**config.mk**
```make
export PLATFORM = sky130hd
export DESIGN_NAME = goertzel_complex_bin_top
export DESIGN_NICKNAME = d
export VERILOG_FILES = /design/src/rtl/gcb_pkg.sv /design/src/rtl/goertzel_complex_bin_top.sv /design/src/rtl/gcb_queue.sv /design/src/rtl/gcb_front.sv /design/src/rtl/gcb_back.sv
export SDC_FILE = /design/constraint.sdc
export NUM_CORES = 2
export LEC_CHECK = 0
export BUFFER_PORTS_ARGS = -buffer_cell sky130_fd_sc_hd__clkbuf_2
export CAP_MARGIN = 10
export CORE_UTILIZATION = 30
export CTS_BUF_LIST = sky130_fd_sc_hd__clkbuf_8
export DETAILED_ROUTE_END_ITERATION = 10
export HOLD_SLACK_MARGIN = 0.06
export PLACE_DENSITY_LB_ADDON = 0.3
export SLEW_MARGIN = 30
export SYNTH_ARGS = -nofsm -noshare
export SYNTH_HDL_FRONTEND = slang
export SYNTH_SLANG_ARGS = --single-unit
export TNS_END_PERCENT = 1
```
**constraint.sdc**
```tcl
create_clock -name aclk -period 9.6 [get_ports aclk]
set_input_delay 0.48 -clock aclk [delete_from_list [all_inputs] [get_ports aclk]]
set_output_delay 0.48 -clock aclk [all_outputs]
set_load 0.01 [all_outputs]
```
**src/rtl/gcb_pkg.sv**
```systemverilog
// ----------------------------------------------------------------------------
// gcb_pkg
// Types and constants shared by the single-bin Goertzel blocks
// ----------------------------------------------------------------------------
package gcb_pkg;

    // fixed-point format of coefficients and state
    localparam int FRAC_BITS = 14;
    localparam int COEF_W    = 16;
    localparam int LEN_W     = 13;
    localparam int OUT_W     = 32;

    // configuration register map
    localparam int CFG_IDX_W  = 3;
    localparam int CFG_DATA_W = 16;
    localparam logic [CFG_IDX_W-1:0] REG_BLOCK_LENGTH = 3'd0;
    localparam logic [CFG_IDX_W-1:0] REG_TWO_COS_W    = 3'd1;
    localparam logic [CFG_IDX_W-1:0] REG_COS_W        = 3'd2;
    localparam logic [CFG_IDX_W-1:0] REG_SIN_W        = 3'd3;
    localparam logic [CFG_IDX_W-1:0] REG_ROT_COS      = 3'd4;
    localparam logic [CFG_IDX_W-1:0] REG_ROT_SIN      = 3'd5;

    // depth of the queue between front and back
    localparam int QUEUE_DEPTH = 4;

    // configuration register contents
    typedef struct packed {
        logic        [LEN_W-1:0]  block_length;
        logic signed [COEF_W-1:0] two_cos_w;
        logic signed [COEF_W-1:0] cos_w;
        logic signed [COEF_W-1:0] sin_w;
        logic signed [COEF_W-1:0] rot_cos;
        logic signed [COEF_W-1:0] rot_sin;
    } cfg_t;

    // queue handshake between front and queue
    typedef struct packed {
        logic push;
    } q_ctrl_t;

endpackage

```
**src/rtl/goertzel_complex_bin_top.sv**
```systemverilog
// ----------------------------------------------------------------------------
// goertzel_complex_bin_top
// Single-bin Goertzel DFT over complex samples with end-of-block rotation
// ----------------------------------------------------------------------------
//  channel   direction  handshake           word
//  s_        in         s_tvalid/s_tready   sample_re, sample_im
//  m_        out        m_tvalid/m_tready   bin_re, bin_im
//  cfg_      in         cfg_valid/cfg_ready register index and value
//
//  In the arithmetic back end a sample is popped from the queue, and each
//  component then takes two half products on the shared multiplier,
//  accumulate, round and saturate. The last sample of a block goes on to
//  form A, B and the two rotated outputs.
//  A four-word queue lets intake run ahead of the arithmetic; s_tready drops
//  only when it is full. A finished bin waits in the output register while
//  the next block's samples are taken and filtered.
//  Reset is synchronous, active low; clears config, control, filter state.
// ----------------------------------------------------------------------------
module goertzel_complex_bin_top #(
    parameter int SAMPLE_WIDTH = 16,
    parameter int MAX_LENGTH   = 4096,
    parameter int ACC_WIDTH    = 48
) (
    input  logic                                aclk,
    input  logic                                aresetn,
    // input samples
    input  logic                                s_tvalid,
    output logic                                s_tready,
    // sample_re, sample_im (zero padded to bytes)
    input  logic [((2*SAMPLE_WIDTH+7)/8)*8-1:0] s_tdata,
    // result bins
    output logic                                m_tvalid,
    input  logic                                m_tready,
    // bin_re, bin_im
    output logic [2*gcb_pkg::OUT_W-1:0]         m_tdata,
    // register writes
    input  logic                                cfg_valid,
    output logic                                cfg_ready,
    input  logic [gcb_pkg::CFG_IDX_W-1:0]       cfg_index,
    input  logic [gcb_pkg::CFG_DATA_W-1:0]      cfg_data
);

    localparam int QW = 2 * SAMPLE_WIDTH + 1;

    gcb_pkg::cfg_t    cfg_reg;
    gcb_pkg::q_ctrl_t q_ctrl;
    logic [QW-1:0]    q_in;
    logic [QW-1:0]    q_out;
    logic             q_full;
    logic             q_empty;
    logic             q_pop;

    assign cfg_ready = 1'b1;

    // configuration registers
    always_ff @(posedge aclk) begin
        if (!aresetn) begin
            cfg_reg.block_length <= gcb_pkg::LEN_W'(256);
            cfg_reg.two_cos_w    <= '0;
            cfg_reg.cos_w        <= 16'sd16384;
            cfg_reg.sin_w        <= '0;
            cfg_reg.rot_cos      <= 16'sd16384;
            cfg_reg.rot_sin      <= '0;
        end else if (cfg_valid && cfg_ready) begin
            unique case (cfg_index)
                gcb_pkg::REG_BLOCK_LENGTH:
                    cfg_reg.block_length <= cfg_data[gcb_pkg::LEN_W-1:0];
                gcb_pkg::REG_TWO_COS_W: cfg_reg.two_cos_w <= cfg_data;
                gcb_pkg::REG_COS_W:     cfg_reg.cos_w     <= cfg_data;
                gcb_pkg::REG_SIN_W:     cfg_reg.sin_w     <= cfg_data;
                gcb_pkg::REG_ROT_COS:   cfg_reg.rot_cos   <= cfg_data;
                gcb_pkg::REG_ROT_SIN:   cfg_reg.rot_sin   <= cfg_data;
                default:                cfg_reg           <= cfg_reg;
            endcase
        end
    end

    // intake and block framing
    gcb_front #(
        .SAMPLE_WIDTH (SAMPLE_WIDTH),
        .MAX_LENGTH   (MAX_LENGTH)
    ) u_front (
        .aclk         (aclk),
        .aresetn      (aresetn),
        .s_tvalid     (s_tvalid),
        .s_tready     (s_tready),
        .sample_bits  (s_tdata[2*SAMPLE_WIDTH-1:0]),
        .block_length (cfg_reg.block_length),
        .q_ctrl       (q_ctrl),
        .q_full       (q_full),
        .q_data       (q_in)
    );

    // queue between intake and arithmetic
    gcb_queue #(
        .WIDTH (QW)
    ) u_queue (
        .aclk      (aclk),
        .aresetn   (aresetn),
        .push      (q_ctrl.push),
        .push_data (q_in),
        .full      (q_full),
        .pop       (q_pop),
        .pop_data  (q_out),
        .empty     (q_empty)
    );

    // recurrence, bin forming and output register
    gcb_back #(
        .SAMPLE_WIDTH (SAMPLE_WIDTH),
        .ACC_WIDTH    (ACC_WIDTH)
    ) u_back (
        .aclk     (aclk),
        .aresetn  (aresetn),
        .cfg      (cfg_reg),
        .q_empty  (q_empty),
        .q_data   (q_out),
        .q_pop    (q_pop),
        .m_tvalid (m_tvalid),
        .m_tready (m_tready),
        .m_tdata  (m_tdata)
    );

endmodule

```
**src/rtl/gcb_queue.sv**
```systemverilog
// ----------------------------------------------------------------------------
// gcb_queue
// Small register queue that decouples sample intake from the arithmetic
// ----------------------------------------------------------------------------
module gcb_queue #(
    parameter int WIDTH = 33
) (
    input  logic             aclk,
    input  logic             aresetn,
    input  logic             push,
    input  logic [WIDTH-1:0] push_data,
    output logic             full,
    input  logic             pop,
    output logic [WIDTH-1:0] pop_data,
    output logic             empty
);

    localparam int DEPTH = gcb_pkg::QUEUE_DEPTH;
    localparam int PTR_W = $clog2(DEPTH);
    localparam int CNT_W = $clog2(DEPTH + 1);

    logic [WIDTH-1:0] mem_reg [DEPTH];
    logic [PTR_W-1:0] wr_ptr_reg;
    logic [PTR_W-1:0] rd_ptr_reg;
    logic [CNT_W-1:0] count_reg;
    logic             do_push;
    logic             do_pop;

    assign full     = (count_reg == CNT_W'(DEPTH));
    assign empty    = (count_reg == '0);
    assign do_push  = push && !full;
    assign do_pop   = pop && !empty;
    assign pop_data = mem_reg[rd_ptr_reg];

    // storage
    always_ff @(posedge aclk) begin
        if (do_push) begin
            mem_reg[wr_ptr_reg] <= push_data;
        end
    end

    // pointers and fill level
    always_ff @(posedge aclk) begin
        if (!aresetn) begin
            wr_ptr_reg <= '0;
            rd_ptr_reg <= '0;
            count_reg  <= '0;
        end else begin
            if (do_push) begin
                wr_ptr_reg <= (wr_ptr_reg == PTR_W'(DEPTH - 1)) ? '0 : wr_ptr_reg + 1'b1;
            end
            if (do_pop) begin
                rd_ptr_reg <= (rd_ptr_reg == PTR_W'(DEPTH - 1)) ? '0 : rd_ptr_reg + 1'b1;
            end
            unique case ({do_push, do_pop})
                2'b10:   count_reg <= count_reg + 1'b1;
                2'b01:   count_reg <= count_reg - 1'b1;
                default: count_reg <= count_reg;
            endcase
        end
    end

endmodule

```
**src/rtl/gcb_front.sv**
```systemverilog
// ----------------------------------------------------------------------------
// gcb_front
// Sample intake: counts samples in the block and tags the block's last one
// ----------------------------------------------------------------------------
module gcb_front #(
    parameter int SAMPLE_WIDTH = 16,
    parameter int MAX_LENGTH   = 4096
) (
    input  logic                            aclk,
    input  logic                            aresetn,
    input  logic                            s_tvalid,
    output logic                            s_tready,
    input  logic [2*SAMPLE_WIDTH-1:0]       sample_bits,
    input  logic [gcb_pkg::LEN_W-1:0]       block_length,
    output gcb_pkg::q_ctrl_t                q_ctrl,
    input  logic                            q_full,
    output logic [2*SAMPLE_WIDTH:0]         q_data
);

    localparam int CNT_W = $clog2(MAX_LENGTH + 1);
    localparam int LW    = (CNT_W > gcb_pkg::LEN_W) ? CNT_W : gcb_pkg::LEN_W;

    logic [CNT_W-1:0] cnt_reg;
    logic [CNT_W-1:0] cnt_next;
    logic [LW-1:0]    len_raw;
    logic [LW-1:0]    len_eff;
    logic [LW-1:0]    cnt_inc;
    logic             is_last;
    logic             accept;

    assign s_tready    = !q_full;
    assign accept      = s_tvalid && s_tready;
    assign q_ctrl.push = accept;

    // effective block length: zero reads as one, long lengths clamp
    assign len_raw = LW'(block_length);
    always_comb begin
        priority if (len_raw == '0) begin
            len_eff = LW'(1);
        end else if (len_raw > LW'(MAX_LENGTH)) begin
            len_eff = LW'(MAX_LENGTH);
        end else begin
            len_eff = len_raw;
        end
    end

    // end-of-block tag
    assign cnt_inc  = LW'(cnt_reg) + LW'(1);
    assign is_last  = (cnt_inc >= len_eff);
    assign cnt_next = is_last ? '0 : cnt_inc[CNT_W-1:0];
    assign q_data   = {is_last, sample_bits};

    // sample counter
    always_ff @(posedge aclk) begin
        if (!aresetn) begin
            cnt_reg <= '0;
        end else if (accept) begin
            cnt_reg <= cnt_next;
        end
    end

endmodule

```
**src/rtl/gcb_back.sv**
```systemverilog
// ----------------------------------------------------------------------------
// gcb_back
// Recurrence and end-of-block arithmetic on one shared half-width multiplier
// ----------------------------------------------------------------------------
module gcb_back #(
    parameter int SAMPLE_WIDTH = 16,
    parameter int ACC_WIDTH    = 48
) (
    input  logic                          aclk,
    input  logic                          aresetn,
    input  gcb_pkg::cfg_t                 cfg,
    input  logic                          q_empty,
    input  logic [2*SAMPLE_WIDTH:0]       q_data,
    output logic                          q_pop,
    output logic                          m_tvalid,
    input  logic                          m_tready,
    output logic [2*gcb_pkg::OUT_W-1:0]   m_tdata
);

    localparam int FB    = gcb_pkg::FRAC_BITS;
    localparam int OW    = gcb_pkg::OUT_W;
    localparam int KW    = gcb_pkg::COEF_W + 1;
    localparam int H     = ACC_WIDTH / 2;
    localparam int HI_W  = ACC_WIDTH - H;
    localparam int MW    = HI_W + 1;
    localparam int PW    = MW + KW;
    localparam int WIDE  = ACC_WIDTH + 32;

    // sequencer states
    localparam logic [2:0] ST_IDLE  = 3'd0;
    localparam logic [2:0] ST_MUL   = 3'd1;
    localparam logic [2:0] ST_DRAIN = 3'd2;
    localparam logic [2:0] ST_ROUND = 3'd3;
    localparam logic [2:0] ST_FIN   = 3'd4;

    // operations
    localparam logic [2:0] OP_RRE = 3'd0;
    localparam logic [2:0] OP_RIM = 3'd1;
    localparam logic [2:0] OP_A   = 3'd2;
    localparam logic [2:0] OP_B   = 3'd3;
    localparam logic [2:0] OP_ORE = 3'd4;
    localparam logic [2:0] OP_OIM = 3'd5;

    logic [2:0]                   state_reg;
    logic [2:0]                   op_reg;
    logic [1:0]                   phase_reg;
    logic signed [WIDE-1:0]       acc_reg;
    logic signed [PW-1:0]         prod_reg;
    logic                         half_reg;
    logic signed [SAMPLE_WIDTH-1:0] x_re_reg;
    logic signed [SAMPLE_WIDTH-1:0] x_im_reg;
    logic                         last_reg;
    logic signed [ACC_WIDTH-1:0]  prev_re_reg;
    logic signed [ACC_WIDTH-1:0]  prev_im_reg;
    logic signed [ACC_WIDTH-1:0]  prev2_re_reg;
    logic signed [ACC_WIDTH-1:0]  prev2_im_reg;
    logic signed [ACC_WIDTH-1:0]  a_reg;
    logic signed [ACC_WIDTH-1:0]  b_reg;
    logic signed [OW-1:0]         ore_reg;
    logic                         out_valid_reg;
    logic signed [OW-1:0]         out_re_reg;
    logic signed [OW-1:0]         out_im_reg;

    logic signed [KW-1:0]         tc_e, cw_n, sw_e, sw_n, rc_e, rs_e, rs_n;
    logic signed [ACC_WIDTH-1:0]  opnd;
    logic signed [KW-1:0]         coef;
    logic signed [WIDE-1:0]       base;
    logic signed [MW-1:0]         mop;
    logic signed [PW-1:0]         prod_next;
    logic signed [WIDE-1:0]       addend;
    logic signed [WIDE-1:0]       rnd_sum;
    logic signed [WIDE-1:0]       rnd_next;
    logic [1:0]                   last_phase;
    logic                         is_out_op;
    logic                         fits_acc;
    logic                         fits_out;
    logic signed [ACC_WIDTH-1:0]  sat_acc;
    logic signed [OW-1:0]         sat_out;

    // coefficient forms, negated where the sum subtracts
    assign tc_e = KW'(cfg.two_cos_w);
    assign cw_n = -KW'(cfg.cos_w);
    assign sw_e = KW'(cfg.sin_w);
    assign sw_n = -KW'(cfg.sin_w);
    assign rc_e = KW'(cfg.rot_cos);
    assign rs_e = KW'(cfg.rot_sin);
    assign rs_n = -KW'(cfg.rot_sin);

    assign is_out_op  = (op_reg == OP_ORE) || (op_reg == OP_OIM);
    assign last_phase = ((op_reg == OP_RRE) || (op_reg == OP_RIM)) ? 2'd1 : 2'd3;

    // operand, coefficient and start value of the current operation
    always_comb begin
        unique case (op_reg)
            OP_RRE: begin
                opnd = prev_re_reg;
                coef = tc_e;
                base = (WIDE'(x_re_reg) <<< (2 * FB)) - (WIDE'(prev2_re_reg) <<< FB);
            end
            OP_RIM: begin
                opnd = prev_im_reg;
                coef = tc_e;
                base = (WIDE'(x_im_reg) <<< (2 * FB)) - (WIDE'(prev2_im_reg) <<< FB);
            end
            OP_A: begin
                opnd = phase_reg[1] ? prev2_im_reg : prev2_re_reg;
                coef = phase_reg[1] ? sw_n : cw_n;
                base = WIDE'(prev_re_reg) <<< FB;
            end
            OP_B: begin
                opnd = phase_reg[1] ? prev2_re_reg : prev2_im_reg;
                coef = phase_reg[1] ? sw_e : cw_n;
                base = WIDE'(prev_im_reg) <<< FB;
            end
            OP_ORE: begin
                opnd = phase_reg[1] ? b_reg : a_reg;
                coef = phase_reg[1] ? rs_e : rc_e;
                base = '0;
            end
            OP_OIM: begin
                opnd = phase_reg[1] ? a_reg : b_reg;
                coef = phase_reg[1] ? rs_n : rc_e;
                base = '0;
            end
            default: begin
                opnd = '0;
                coef = '0;
                base = '0;
            end
        endcase
    end

    // half-width partial product: low half unsigned, high half signed
    assign mop = phase_reg[0] ? MW'($signed(opnd[ACC_WIDTH-1:H]))
                              : MW'($signed({1'b0, opnd[H-1:0]}));
    assign prod_next = mop * coef;
    assign addend    = half_reg ? (WIDE'(prod_reg) <<< H) : WIDE'(prod_reg);

    // round half up and drop the fraction
    assign rnd_sum  = acc_reg + (is_out_op ? (WIDE'(1) <<< (2 * FB - 1))
                                           : (WIDE'(1) <<< (FB - 1)));
    assign rnd_next = is_out_op ? (rnd_sum >>> (2 * FB)) : (rnd_sum >>> FB);

    // saturation to state width and to output width
    assign fits_acc = (&acc_reg[WIDE-1:ACC_WIDTH-1]) || !(|acc_reg[WIDE-1:ACC_WIDTH-1]);
    assign fits_out = (&acc_reg[WIDE-1:OW-1]) || !(|acc_reg[WIDE-1:OW-1]);
    assign sat_acc  = fits_acc ? acc_reg[ACC_WIDTH-1:0]
                    : (acc_reg[WIDE-1] ? {1'b1, {(ACC_WIDTH-1){1'b0}}}
                                       : {1'b0, {(ACC_WIDTH-1){1'b1}}});
    assign sat_out  = fits_out ? acc_reg[OW-1:0]
                    : (acc_reg[WIDE-1] ? {1'b1, {(OW-1){1'b0}}}
                                       : {1'b0, {(OW-1){1'b1}}});

    assign q_pop    = (state_reg == ST_IDLE) && !q_empty;
    assign m_tvalid = out_valid_reg;
    assign m_tdata  = {out_im_reg, out_re_reg};

    // datapath registers
    always_ff @(posedge aclk) begin
        if (q_pop) begin
            x_re_reg <= q_data[SAMPLE_WIDTH-1:0];
            x_im_reg <= q_data[2*SAMPLE_WIDTH-1:SAMPLE_WIDTH];
            last_reg <= q_data[2*SAMPLE_WIDTH];
        end
        unique case (state_reg)
            ST_MUL: begin
                acc_reg  <= (phase_reg == 2'd0) ? base : acc_reg + addend;
                prod_reg <= prod_next;
                half_reg <= phase_reg[0];
            end
            ST_DRAIN: acc_reg <= acc_reg + addend;
            ST_ROUND: acc_reg <= rnd_next;
            default: begin
                acc_reg <= acc_reg;
            end
        endcase
        if (state_reg == ST_FIN) begin
            unique case (op_reg)
                OP_A:    a_reg   <= sat_acc;
                OP_B:    b_reg   <= sat_acc;
                OP_ORE:  ore_reg <= sat_out;
                OP_OIM: begin
                    if (!out_valid_reg) begin
                        out_re_reg <= ore_reg;
                        out_im_reg <= sat_out;
                    end
                end
                default: begin
                    a_reg <= a_reg;
                end
            endcase
        end
    end

    // sequencer, filter state and output valid
    always_ff @(posedge aclk) begin
        if (!aresetn) begin
            state_reg     <= ST_IDLE;
            op_reg        <= OP_RRE;
            phase_reg     <= '0;
            prev_re_reg   <= '0;
            prev_im_reg   <= '0;
            prev2_re_reg  <= '0;
            prev2_im_reg  <= '0;
            out_valid_reg <= 1'b0;
        end else begin
            if (out_valid_reg && m_tready) begin
                out_valid_reg <= 1'b0;
            end
            unique case (state_reg)
                ST_IDLE: begin
                    if (!q_empty) begin
                        op_reg    <= OP_RRE;
                        phase_reg <= '0;
                        state_reg <= ST_MUL;
                    end
                end
                ST_MUL: begin
                    if (phase_reg == last_phase) begin
                        state_reg <= ST_DRAIN;
                    end else begin
                        phase_reg <= phase_reg + 1'b1;
                    end
                end
                ST_DRAIN: state_reg <= ST_ROUND;
                ST_ROUND: state_reg <= ST_FIN;
                ST_FIN: begin
                    phase_reg <= '0;
                    unique case (op_reg)
                        OP_RRE: begin
                            prev2_re_reg <= prev_re_reg;
                            prev_re_reg  <= sat_acc;
                            op_reg       <= OP_RIM;
                            state_reg    <= ST_MUL;
                        end
                        OP_RIM: begin
                            prev2_im_reg <= prev_im_reg;
                            prev_im_reg  <= sat_acc;
                            op_reg       <= OP_A;
                            state_reg    <= last_reg ? ST_MUL : ST_IDLE;
                        end
                        OP_A: begin
                            op_reg    <= OP_B;
                            state_reg <= ST_MUL;
                        end
                        OP_B: begin
                            op_reg    <= OP_ORE;
                            state_reg <= ST_MUL;
                        end
                        OP_ORE: begin
                            op_reg    <= OP_OIM;
                            state_reg <= ST_MUL;
                        end
                        OP_OIM: begin
                            // wait until the previous bin has left
                            if (!out_valid_reg) begin
                                out_valid_reg <= 1'b1;
                                prev_re_reg   <= '0;
                                prev_im_reg   <= '0;
                                prev2_re_reg  <= '0;
                                prev2_im_reg  <= '0;
                                state_reg     <= ST_IDLE;
                            end
                        end
                        default: state_reg <= ST_IDLE;
                    endcase
                end
                default: state_reg <= ST_IDLE;
            endcase
        end
    end

endmodule

```
* Word-level counts from Yosys, hierarchy flattened
Memory sizes are Yosys's and may differ from the RTL's. A register that Yosys moved wholly into a read port is not among the register bits.
Index checks and enable logic that the tools add are counted.
** Word-level totals
- Output and inout port bits :: 67
- Register bits :: 629
- RAM bits :: 132
- Bits of input ports :: 56
- Word-level logic and storage cells :: 167
- Memories :: 1
** Cells by class
- Equality and inequality tests :: 26
- Reduce and logical (&&, ||, !) cells :: 46
- $mul :: 1
- Order comparisons :: 2
- $add $sub $neg :: 13
- Bitwise logic cells :: 1
- Mux-type cells :: 51
** Memories
- u_queue.mem_reg :: depth 4, bits a word 33, rd ports 1, clocked after Yosys merged registers in 1, write ports 1, line gcb_queue.sv:22 : logic [WIDTH-1:0] mem_reg [DEPTH];
** Operators with widths (count)
- $pmux 48 s2 :: 4
- $mux 48 :: 7
- $pmux 80 s4 :: 1
- $pmux 48 s6 :: 1
- $pmux 80 s3 :: 1
- $mux 65 :: 2
- $sub 44x62->63 :: 2
- $pmux 17 s5 :: 1
- $add 80x29->80 :: 1
- $add 80x66->80 :: 1
- $mux 80 :: 1
- $mux 17 :: 4
- $mux 32 :: 2
- $neg 16->17 :: 3
- $reduce_and 49->1 :: 1
- $reduce_or 49->1 :: 1
- $mul 25x17->42 :: 1
- $mux 13 :: 3
- $reduce_and 33->1 :: 1
- $reduce_or 33->1 :: 1
- $pmux 3 s5 :: 2
- $mux 28 :: 1
- $mux 25 :: 1
- $eq 3x2->1 const B :: 6
- 34 further kinds :: 91

* Depth between registers and ports, before layout
- Depth in word-level cells :: 6
- Mapped depth :: 36
- Mapped depth without buffers :: 34

* Cells and area by module
A second synthesis with hierarchy kept.
** Second synthesis, totals
- Cell total of the unflattened synthesis :: 6603
- Area total of the unflattened synthesis :: 62504.9 um^2
** By module, submodules not included
- gcb_back :: cells an instance 5878, instances 1, area each 52465.3 um^2
- gcb_queue :: cells an instance 229, instances 1, area each 5302.6 um^2
- goertzel_complex_bin_top :: cells an instance 329, instances 1, area each 3424.5 um^2
- gcb_front :: cells an instance 167, instances 1, area each 1312.5 um^2

* Least setup slack after synthesis
No wires, ideal clock.
- Kind :: register to register
- From :: reg u_back.phase_reg[1]
- To :: reg u_back.prod_reg[41] (data pin)
- Path slack :: 1.321 ns
- Arrival :: 8.019 ns
- Cell stages (with the launch flop) :: 31
- Clock period less this slack :: 8.279 ns
- Cells stage by stage :: dfxtp_1 clkbuf_1 buf_2 buf_1 clkbuf_1 clkbuf_1 a211oi_1 o22ai_1 inv_1 nor2_1 fa_1 fa_1 inv_1 fa_1 inv_1 fa_1 inv_1 fa_1 inv_1 fa_1 ha_1 and3_1 nor3b_1 a221oi_1 a211o_1 a21boi_1 a2111o_1 nand2_1 o2111ai_1 a21oi_1 xnor2_1
** On the way
- Longest elaborated chain between the ends :: 4
- Elaborated cells between the ends (all ways) :: 12
- Classes of those cells :: mul (1); mux (11)
** RTL lines
- from (decl) :: line gcb_back.sv:46 : logic [1:0] phase_reg;
- from (signal assigned) :: line gcb_back.sv:222 : phase_reg <= phase_reg + 1'b1;
- $mux 48 (on tied branches)
- $pmux 48 s6 :: line gcb_back.sv:94 : unique case (op_reg)
- $mux 25 :: line gcb_back.sv:134 : assign mop = phase_reg[0] ? MW'($signed(opnd[ACC_WIDTH-1:H]))
- $mul 25x17->42 * :: line gcb_back.sv:136 : assign prod_next = mop * coef;
- named net u_back.prod_next[41] :: line gcb_back.sv:69 : logic signed [PW-1:0] prod_next;
- to (signal assigned) :: line gcb_back.sv:168 : prod_reg <= prod_next;
- to (decl) :: line gcb_back.sv:48 : logic signed [PW-1:0] prod_reg;
The timed path passes the listed nets; every way through them passes the cells marked *.
A chain may end at the register's enable or synchronous reset.

* Worst setup path in the final report
- From :: reg u_back.op_reg[1]
- To :: reg u_back.prod_reg[41] (data pin)
** On the way
- Longest elaborated chain between the ends :: 4
- Elaborated cells between the ends (all ways) :: 11
- Classes of those cells :: mul (1); eq/ne (5); mux (3); reduce/logical (2)
** RTL lines
- from (decl) :: line gcb_back.sv:45 : logic [2:0] op_reg;
- from (signal assigned) :: line gcb_back.sv:199 : op_reg <= OP_RRE;
- from (signal assigned) :: line gcb_back.sv:213 : op_reg <= OP_RRE;
- from (signal assigned) :: line gcb_back.sv:233 : op_reg <= OP_RIM;
- $eq 3x3->1 (tied with other cells) :: line gcb_back.sv:94
- $pmux 48 s6 or $reduce_or 2->1 (tied branches)
- $mux 25 or $pmux 17 s5 (tied branches) :: line gcb_back.sv:134, gcb_back.sv:94
- $mul 25x17->42 * :: line gcb_back.sv:136
- named net u_back.prod_next[41] :: line gcb_back.sv:69
Marked as above.

==> out/metrics.csv <==
stage,metric,value,unit
run_status,run status,finished clean,
yosys,post-synthesis cell type count,95,
setup_path,"most used cell, CP",fa_1,
detailed_routing,Final ANT Viol Nets,0,
min_path,Worst Hold Class,input port to flop,
placement,placed cells,9370,
setup_path,CP Data Required Time,10270,ps
placement,RD Place Congestion,0.988,
cts,CTS sink cnt,794,
global_route,gr ovfl total,0,
floorplan,die width,456,microns
layout,"commonest non-fill, non-tap cell in the layout",nand2_1,
cts,Root Driver,clkbuf_8,
timing,fmax,109,MHz
yosys,Mean Syn Cell Area,9.07,sq um
yosys,Mapped Nets,7554,
global_route,initial antenna violation count,15,
timing,# setup viols final,0,
layout,most frequent cells in the layout,"nand2_1 (882), nor2_1 (797), inv_1 (686)",
cts,clock latency at the later pin of the worst-skew pair,930,ps
setup_path,R2R depth,32,
detailed_routing,first-pass detailed-route iteration total,6,
min_path,Hold Path End,cfg_reg[51]$_SDFFE_PN0P_,
yosys,Post-Syn Area,61700,sq um
placement,IO buf count,121,
min_path,HP Start,cfg_index[0],
global_route,GRT busiest layer,met2,
setup_path,reg2reg end,u_back.prod_reg[41]$_DFFE_PP_,
floorplan,DIE HEIGHT,456,microns
global_route,vias in the first global route,51500,
layout,max reg flops,132,
setup_path,CP Class,flop to flop,
detailed_routing,DRC viols,0,
floorplan,die area,207000,sq um
floorplan,core area,205000,sq um
flow_run,max-capacitance violation count,0,
detailed_routing,Starting DRT DRC Count,5728,
setup_path,Worst path slowest cell,a2111oi_1,
timing,Slew Limit Fails,0,
power_and_ir_drop,Peak VDD IR,0.154,mV
cts,CTS HTree Levels,4,
timing,Tmin final,9180,ps
setup_path,Critical Path Source Type,flop,
floorplan,initial core utilization,0.302,
min_path,hold-critical path depth,4,
layout,layout cells sized above 1,0.0908,
global_route,largest net degree at the start of global routing,164,
cts,total CTS buffers,149,
detailed_routing,final wirelength,242000,microns
timing,final hold viol count,0,
detailed_routing,Wirelength per Cell,24.9,microns
setup_path,reg2reg setup slack,420,ps
setup_path,reg2reg start,u_back.op_reg[1]$_SDFFE_PN0P_,
detailed_routing,via count,52800,
setup_path,"slowest stage delay, CP",670,ps
floorplan,row cnt,166,
yosys,"FFs w/ async S/R, synth",0,
global_route,first-pass GRT wire length,352000,microns
timing,worst slew pin tran,1130,ps
yosys,Synth Flop Type,edfxtp_1,
placement,hpwl dp,183000,microns
timing,Fin Clk Skew,55.2,ps
setup_path,Crit path arrival time,9850,ps
timing,Worst slew margin,0.238,
power_and_ir_drop,leakage,27.0,nW
cts,clk buf depth,3,
setup_path,endpoint class of the critical path,flop,
layout,final cell count without fillers,9704,
cts,CTS tree,yes,
yosys,Synth Instances,6804,
setup_path,Critical Path Fanout Max,37,
yosys,sequential area share after synthesis,0.335,
yosys,Post-synth EDFFs,480,
layout,Syn-to-layout area delta,12.3,%
global_route,Global Route met2 Usage,0.342,
global_route,met3 Usage GRT,0.0421,
yosys,number of synthesized register bits,794,
timing,Hold WS,98.9,ps
timing,period utilisation layout,0.956,
timing,setup_tns,0,ps
global_route,met1 Use GR,0.322,
timing,Worst Slack Setup Final,418,ps
detailed_routing,Avg Vias per Cell,5.44,
power_and_ir_drop,pwr dens,244,nW/um^2
cts,Worst-path clk slew,60,ps
placement,pre-CTS setup slack,322,ps
floorplan,Ports,123,
layout,fin nets,7635,
global_route,total track usage,0.227,
yosys,"Warnings, synthesis",0,
==> worst max-delay path: cells and delay by family (launching register included) <==
kind / cells / cell delay (ps)
adder cells (fa/ha/maj): 7 / 3410
buffers and inverters: 8 / 1160
XOR/XNOR: 1 / 140
flip-flops: 1 / 340
AO/OA/AOI/OAI: 10 / 2860
AND/OR/NAND/NOR: 6 / 920
==> how the worst max path moves through the flow <==
| stage | start | to | slack, ps | depth (start not counted) |
|---|---|---|---|---|
| 2_1_floorplan | u_back.phase_reg[1]$_SDFFE_PN0P_ | u_back.prod_reg[41]$_DFFE_PP_ | 1320 | 30 |
| 3_3_place_gp | u_back.phase_reg[1]$_SDFFE_PN0P_ | u_back.prod_reg[40]$_DFFE_PP_ | 180 | 28 |
| 3_5_place_dp | u_back.op_reg[1]$_SDFFE_PN0P_ | u_back.prod_reg[29]$_DFFE_PP_ | 320 | 29 |
| 4_1_cts | u_back.op_reg[1]$_SDFFE_PN0P_ | u_back.prod_reg[29]$_DFFE_PP_ | 290 | 26 |
| 5_1_grt | u_back.op_reg[1]$_SDFFE_PN0P_ | u_back.prod_reg[40]$_DFFE_PP_ | -5 | 30 |
| 6_report | u_back.op_reg[1]$_SDFFE_PN0P_ | u_back.prod_reg[41]$_DFFE_PP_ | 420 | 32 |
==> metal layers <==
layer	routed length (microns)	part of all wire
met3	20900	0.086
met5	40	0.00017
met1	108000	0.45
met2	104000	0.43
met4	9310	0.038
==> logic make-up after synthesis <==
family | count (synthesis) | share of synthesized area
AND/OR/NAND/NOR | 2239 | 0.158
flip-flops | 794 | 0.335
AO/OA/AOI/OAI | 1521 | 0.165
adder cells (fa/ha/maj) | 694 | 0.192
multiplexers | 195 | 0.0402
buffers and inverters | 1041 | 0.0642
other | 1 | 0.0000608
XOR/XNOR | 319 | 0.0453
==> through the flow <==
stage / util / power (W) / cell area, sq um
global route: 0.339 / 0.0177 / 69300
finish: 0.339 / 0.0169 / 69300
CTS: 0.338 / 0.0167 / 69200
floorplan: - / 0.0100 / 61700
global placement: 0.321 / 0.0133 / 65700
detailed placement: 0.321 / 0.0133 / 65700
==> report_power, final <==
group	switching [W]	total, W	internal (W)
combinational	0.00561	0.00835	0.00274
sequential	0.000798	0.00519	0.00439
clock	0.00164	0.00340	0.00176
==> cell type report <==
type,instances,area (sq um)
clock inverters,118,798
inverters,642,2420
flip-flops and latches,794,20700
diodes,4,10.0
multi-input cells,4969,37300
repair buffers,329,2450
clock buffers,160,2200
fillers,21000,135000
well taps,2688,3360
==> synth_stat cells (all sizes together) (13+ instances only) <==
master | count | area share
o21a | 166 | 0.020
clkbuf | 315 | 0.019
nor4 | 36 | 0.0043
and3 | 40 | 0.0041
dfxtp | 314 | 0.10
nand3 | 82 | 0.0069
xor2 | 126 | 0.018
a31oi | 31 | 0.0031
o221ai | 38 | 0.0054
o31ai | 13 | 0.0016
or3 | 17 | 0.0018
a211oi | 76 | 0.0092
a21oi | 441 | 0.036
nand2b | 36 | 0.0036
a2111oi | 32 | 0.0047
mux2 | 24 | 0.0044
o21bai | 50 | 0.0061
a22oi | 97 | 0.012
o22ai | 63 | 0.0064
nor3b | 53 | 0.0064
fa | 418 | 0.14
nand4 | 59 | 0.0060
nor3 | 86 | 0.0071
ha | 276 | 0.056
xnor2 | 193 | 0.027
nor2 | 807 | 0.049
o211ai | 29 | 0.0035
a221oi | 99 | 0.014
mux2i | 131 | 0.021
mux4 | 40 | 0.015
buf | 84 | 0.0060
and2 | 27 | 0.0027
nand2 | 888 | 0.054
edfxtp | 480 | 0.23
o21ai | 192 | 0.016
inv | 639 | 0.039
nor2b | 65 | 0.0066
a21o | 86 | 0.010
==> timing repair <==
action | in CTS | in global routing
endpoints found under the setup margin | 0 | 8
buffers inserted | 0 | 0
gates resized for setup | 0 | 7
hold buffers | 50 | 0
hold endpoints to repair | 222 | 0
No activity file was read; power rests on OpenSTA's default activity.
